$ cat src/rtl/srs_pkg.sv
`timescale 1ns / 1ps
package srs_pkg;
    typedef enum logic [1:0] {
        CMD_PUSH    = 2'd0,
        CMD_POP     = 2'd1,
        CMD_REVERSE = 2'd2,
        CMD_SORT    = 2'd3
    } t_cmd;

    localparam logic [1:0] ST_OK        = 2'd0;
    localparam logic [1:0] ST_OVERFLOW  = 2'd1;
    localparam logic [1:0] ST_UNDERFLOW = 2'd2;

    typedef enum logic [1:0] {
        S_IDLE,
        S_REV,
        S_SORT,
        S_DONE
    } t_state;

    typedef struct packed {
        logic [1:0]         command;
        logic signed [31:0] value;
    } t_in;

    typedef struct packed {
        logic [1:0]         status;
        logic signed [31:0] popped_value;
        logic signed [31:0] top_value;
        logic [6:0]         count;
    } t_out;

    // per-cycle operation applied to every cell
    typedef enum logic [2:0] {
        OP_HOLD,
        OP_PUSH,
        OP_POP,
        OP_REV_EVEN,
        OP_REV_ODD,
        OP_SORT_EVEN,
        OP_SORT_ODD
    } t_op;

    typedef struct packed {
        t_op                op;
        logic signed [31:0] value;
    } t_ctl;
endpackage

$ cat src/rtl/srs_cell.sv
`timescale 1ns / 1ps
module srs_cell #(
    parameter int IDX = 0
) (
    input  logic               i_clk,
    input  srs_pkg::t_ctl      i_ctl,
    input  logic               i_occ,
    input  logic               i_occ_up,
    input  logic               i_occ_dn,
    input  logic signed [31:0] i_up,
    input  logic signed [31:0] i_dn,
    output logic signed [31:0] o_data
);
    // index 0 is the top of stack; each cell talks to its two neighbors
    logic signed [31:0] r_data;
    logic signed [31:0] n_data;
    logic               w_even;
    logic               w_pair_dn;

    always_comb begin
        // even phase pairs (0,1),(2,3); odd phase pairs (1,2),(3,4)
        w_even    = (i_ctl.op == srs_pkg::OP_SORT_EVEN) || (i_ctl.op == srs_pkg::OP_REV_EVEN);
        w_pair_dn = ((IDX % 2) == 0) == w_even;
        n_data = r_data;
        case (i_ctl.op)
            srs_pkg::OP_PUSH: n_data = (IDX == 0) ? i_ctl.value : i_up;
            srs_pkg::OP_POP:  n_data = i_dn;
            srs_pkg::OP_REV_EVEN, srs_pkg::OP_REV_ODD: begin
                // swap every occupied pair
                if (w_pair_dn) begin
                    if (i_occ && i_occ_dn) n_data = i_dn;
                end else begin
                    if (i_occ && i_occ_up) n_data = i_up;
                end
            end
            srs_pkg::OP_SORT_EVEN, srs_pkg::OP_SORT_ODD: begin
                if (w_pair_dn) begin
                    if (i_occ && i_occ_dn && (i_dn < r_data)) n_data = i_dn;
                end else begin
                    if (i_occ && i_occ_up && (r_data < i_up)) n_data = i_up;
                end
            end
            default: n_data = r_data;
        endcase
    end

    always_ff @(posedge i_clk) begin
        r_data <= n_data;
    end

    assign o_data = r_data;
endmodule

$ cat config.mk
export PLATFORM = sky130hd
export DESIGN_NAME = srs_cell
export DESIGN_NICKNAME = d
export VERILOG_FILES = /design/src/rtl/srs_pkg.sv /design/src/rtl/srs_cell.sv
export SDC_FILE = /design/constraint.sdc
export NUM_CORES = 1
export LEC_CHECK = 0
export ABC_AREA = 1
export ABC_CLOCK_PERIOD_IN_PS = 4000
export BUFFER_PORTS_ARGS = -buffer_cell sky130_fd_sc_hd__buf_2
export CORE_UTILIZATION = 49
export DETAILED_ROUTE_END_ITERATION = 10
export PLACE_DENSITY = 0.8
export SYNTH_ARGS = -nofsm -noshare
export SYNTH_HDL_FRONTEND = slang
export SYNTH_SLANG_ARGS = --single-unit
$ cat constraint.sdc
create_clock -name i_clk -period 4 [get_ports i_clk]
set_input_delay 0.8 -clock i_clk [delete_from_list [all_inputs] [get_ports i_clk]]
set_output_delay 0.8 -clock i_clk [all_outputs]
set_load 0.02 [all_outputs]
==> results.md <==
* GRT Total Usage at 0.258
* Critical path required time at 3.97 ns
* Post-route cell area at 0.00410 mm²
* Synth area leaders: edfxtp_1 30%, ha_1 24%, nand2_1 15%
* FF-to-FF Start: o_data[31]
* Final Hold Viols at 0
* Gate Count Post-Synth at 431
* Mean Syn Cell Area at 7.54 µm²
* Num rows at 29
* I/O Pins at 135
* Final net count at 734
* Worst EP arrival at 2.77 ns
* Main flop type after synthesis: edfxtp_1
* Total CTS buffers at 5
* CP Max Fanout at 16
* Resized Gates After CTS at 0
* CTS tree: built
* Clock Skews at 0.00706 ns
* Post-DP HPWL at 7.00 mm
* Slew margin rel. at 0.699
* GP Congestion at 0.876
* Htree depth at 2
* Hold_sp: i_ctl[28]
* Number of setup violations in the final report at 0
* Clock Path Buffers at 2
* # DRC at 0
* Antenna cells at 0
* Area growth syn-to-layout at 26.2%
* RSZ-0062 raised after global routing: no
* IR drop worst, VDD at 149 µV
* Largest net degree at the start of global routing at 33
* Clock sinks at 32
* Outcome: completed
* Register area at 961 µm²
* Initial antenna violation count at 0
* Drt wl/cell at 13.3 µm
* Via density at 5.20
* Die H at 83.5 µm
* Period utilisation layout at 0.698
* Setup bufs post-CTS at 0
* Distinct cells, synth at 23
* Clock latency on the worst-skew pair at 0.29 ns
* Async set-reset flop share out of synthesis at 0
* Setup crit start: i_up[31]
* Total Wirelength at 8.57 mm
* CP startpoint kind: primary input
* Slew @ Worst Pin at 0.451 ns
* Clk slew on worst S/H paths at 0.07 ns
* Gr ovfl total at 0
* Layout cells sized above 1 at 0.276
* First-pass GRT wire length at 14.6 mm
* First DRT Iteration DRCs at 158
* Yosys top cell by area: edfxtp_1
* DR vias at 3356
* Final Critical Period at 2.79 ns
* Fin util at 0.643
* Hold buffer count at cts at 0
* Worst hold path class: primary input to flip-flop
* Vias in the first global route at 3328
* DP Area at 0.00403 mm²
* Die Area at 0.00697 mm²
* IO buf count at 134
* Fill cells at 554
* Post-synthesis register bit count at 32
* Most frequent cells in the layout: 134 x buf_2, 129 x nand2_1, 81 x inv_1
* Crit path capture type: flip-flop
* FMAX at 358 MHz
* Yosys warning count at 0
* Slew Viols, Final at 0
* Most common cell after layout, fill and taps aside: buf_2
* Max cap viols at 0
* Setup CP Type: primary input to flip-flop
* PD cells at 272 mW/mm²
* Clock root buffer: clkbuf_8
* Core Region at 0.00639 mm²
* Netlist Area Pre-Place at 0.00325 mm²
* Multi-input gate area at 0.00194 mm²
* Setup_tns at 0 ns
* First-pass DRT Iterations at 5
* Synth top area share at 0.295
* Starting Density at 0.509
* Total Power at 1.11 mW
* Pleak at 2.41 nW
* Post-DRT Antenna Nets at 0
* Mapped Nets at 596
* Max reg flops at 32
* Die W at 83.5 µm
* Post-synth EDFFs at 32
* Sequential-to-total area share from yosys stat at 0.295
cells in the mapped netlist (2+ instances only):
| library cell | count |
|---|---|
| nand2_1 | 129 |
| inv_1 | 81 |
| ha_1 | 62 |
| a22oi_1 | 32 |
| edfxtp_1 | 32 |
| a21oi_1 | 31 |
| nor2_1 | 21 |
| nand3_1 | 7 |
| clkbuf_1 | 6 |
| o21ai_0 | 6 |
| nor3_1 | 4 |
| o21ai_1 | 4 |
| buf_4 | 3 |
| inv_2 | 2 |
| nand2_2 | 2 |
| nor2_2 | 2 |
critical path, stage by stage:
cell	delay, ns
buf_2	0.10
inv_1	0.05
ha_1	0.32
nand2_2	0.09
nor4_4	0.30
and3_1	0.22
nand2_2	0.07
nand3_2	0.06
nand2_1	0.05
nor2_1	0.08
nor2_1	0.08
nor2_4	0.24
buf_4	0.30
per-stage QoR:
stage,hold slack [ns],setup slack (ns),cells
global placement,1.08,1.03,639
finish,0.784,1.21,646
detailed placement,1.08,0.930,639
global route,0.787,1.03,646
floorplan,0.986,0.291,431
CTS,0.778,1.22,646
per-layer routing:
metal	vias up	GRT usage	routed length, µm
met3	17	0.0504	571
met5	-	0	0
met1	1491	0.309	3620
li1	1706	-	-
met2	142	0.461	4200
met4	0	0.0894	184
layout make-up:
type	count	share of cell area
repair buffers	140	0.174
well taps	77	0.0235
clock buffers	6	0.0177
inverters	83	0.0759
flip-flops and latches	32	0.234
multi-input cells	307	0.473
clock inverters	1	0.00122
cell families after synthesis:
kind of cell / share of synthesized area
adders and majority gates: 0.239
and+or+nand+nor: 0.211
AOI/OAI and AO/OA: 0.145
DFF: 0.295
buffers and inverters: 0.110
power breakdown:
part / internal, mW / switching, mW
logic: 0.175 / 0.262
clock network: 0.118 / 0.118
registers: 0.416 / 0.0262
total: 0.709 / 0.406
final timing paths:
kind / end / slack (ns) / cells past startpoint
worst min-delay path: o_data[28] / 0.78 / 3
worst max-delay path: o_data[13] / 1.21 / 13
worst max register to register: o_data[13] / 1.43 / 11
worst min register to register: o_data[28] / 1.21 / 7
Power figures use the tool's default switching activity.
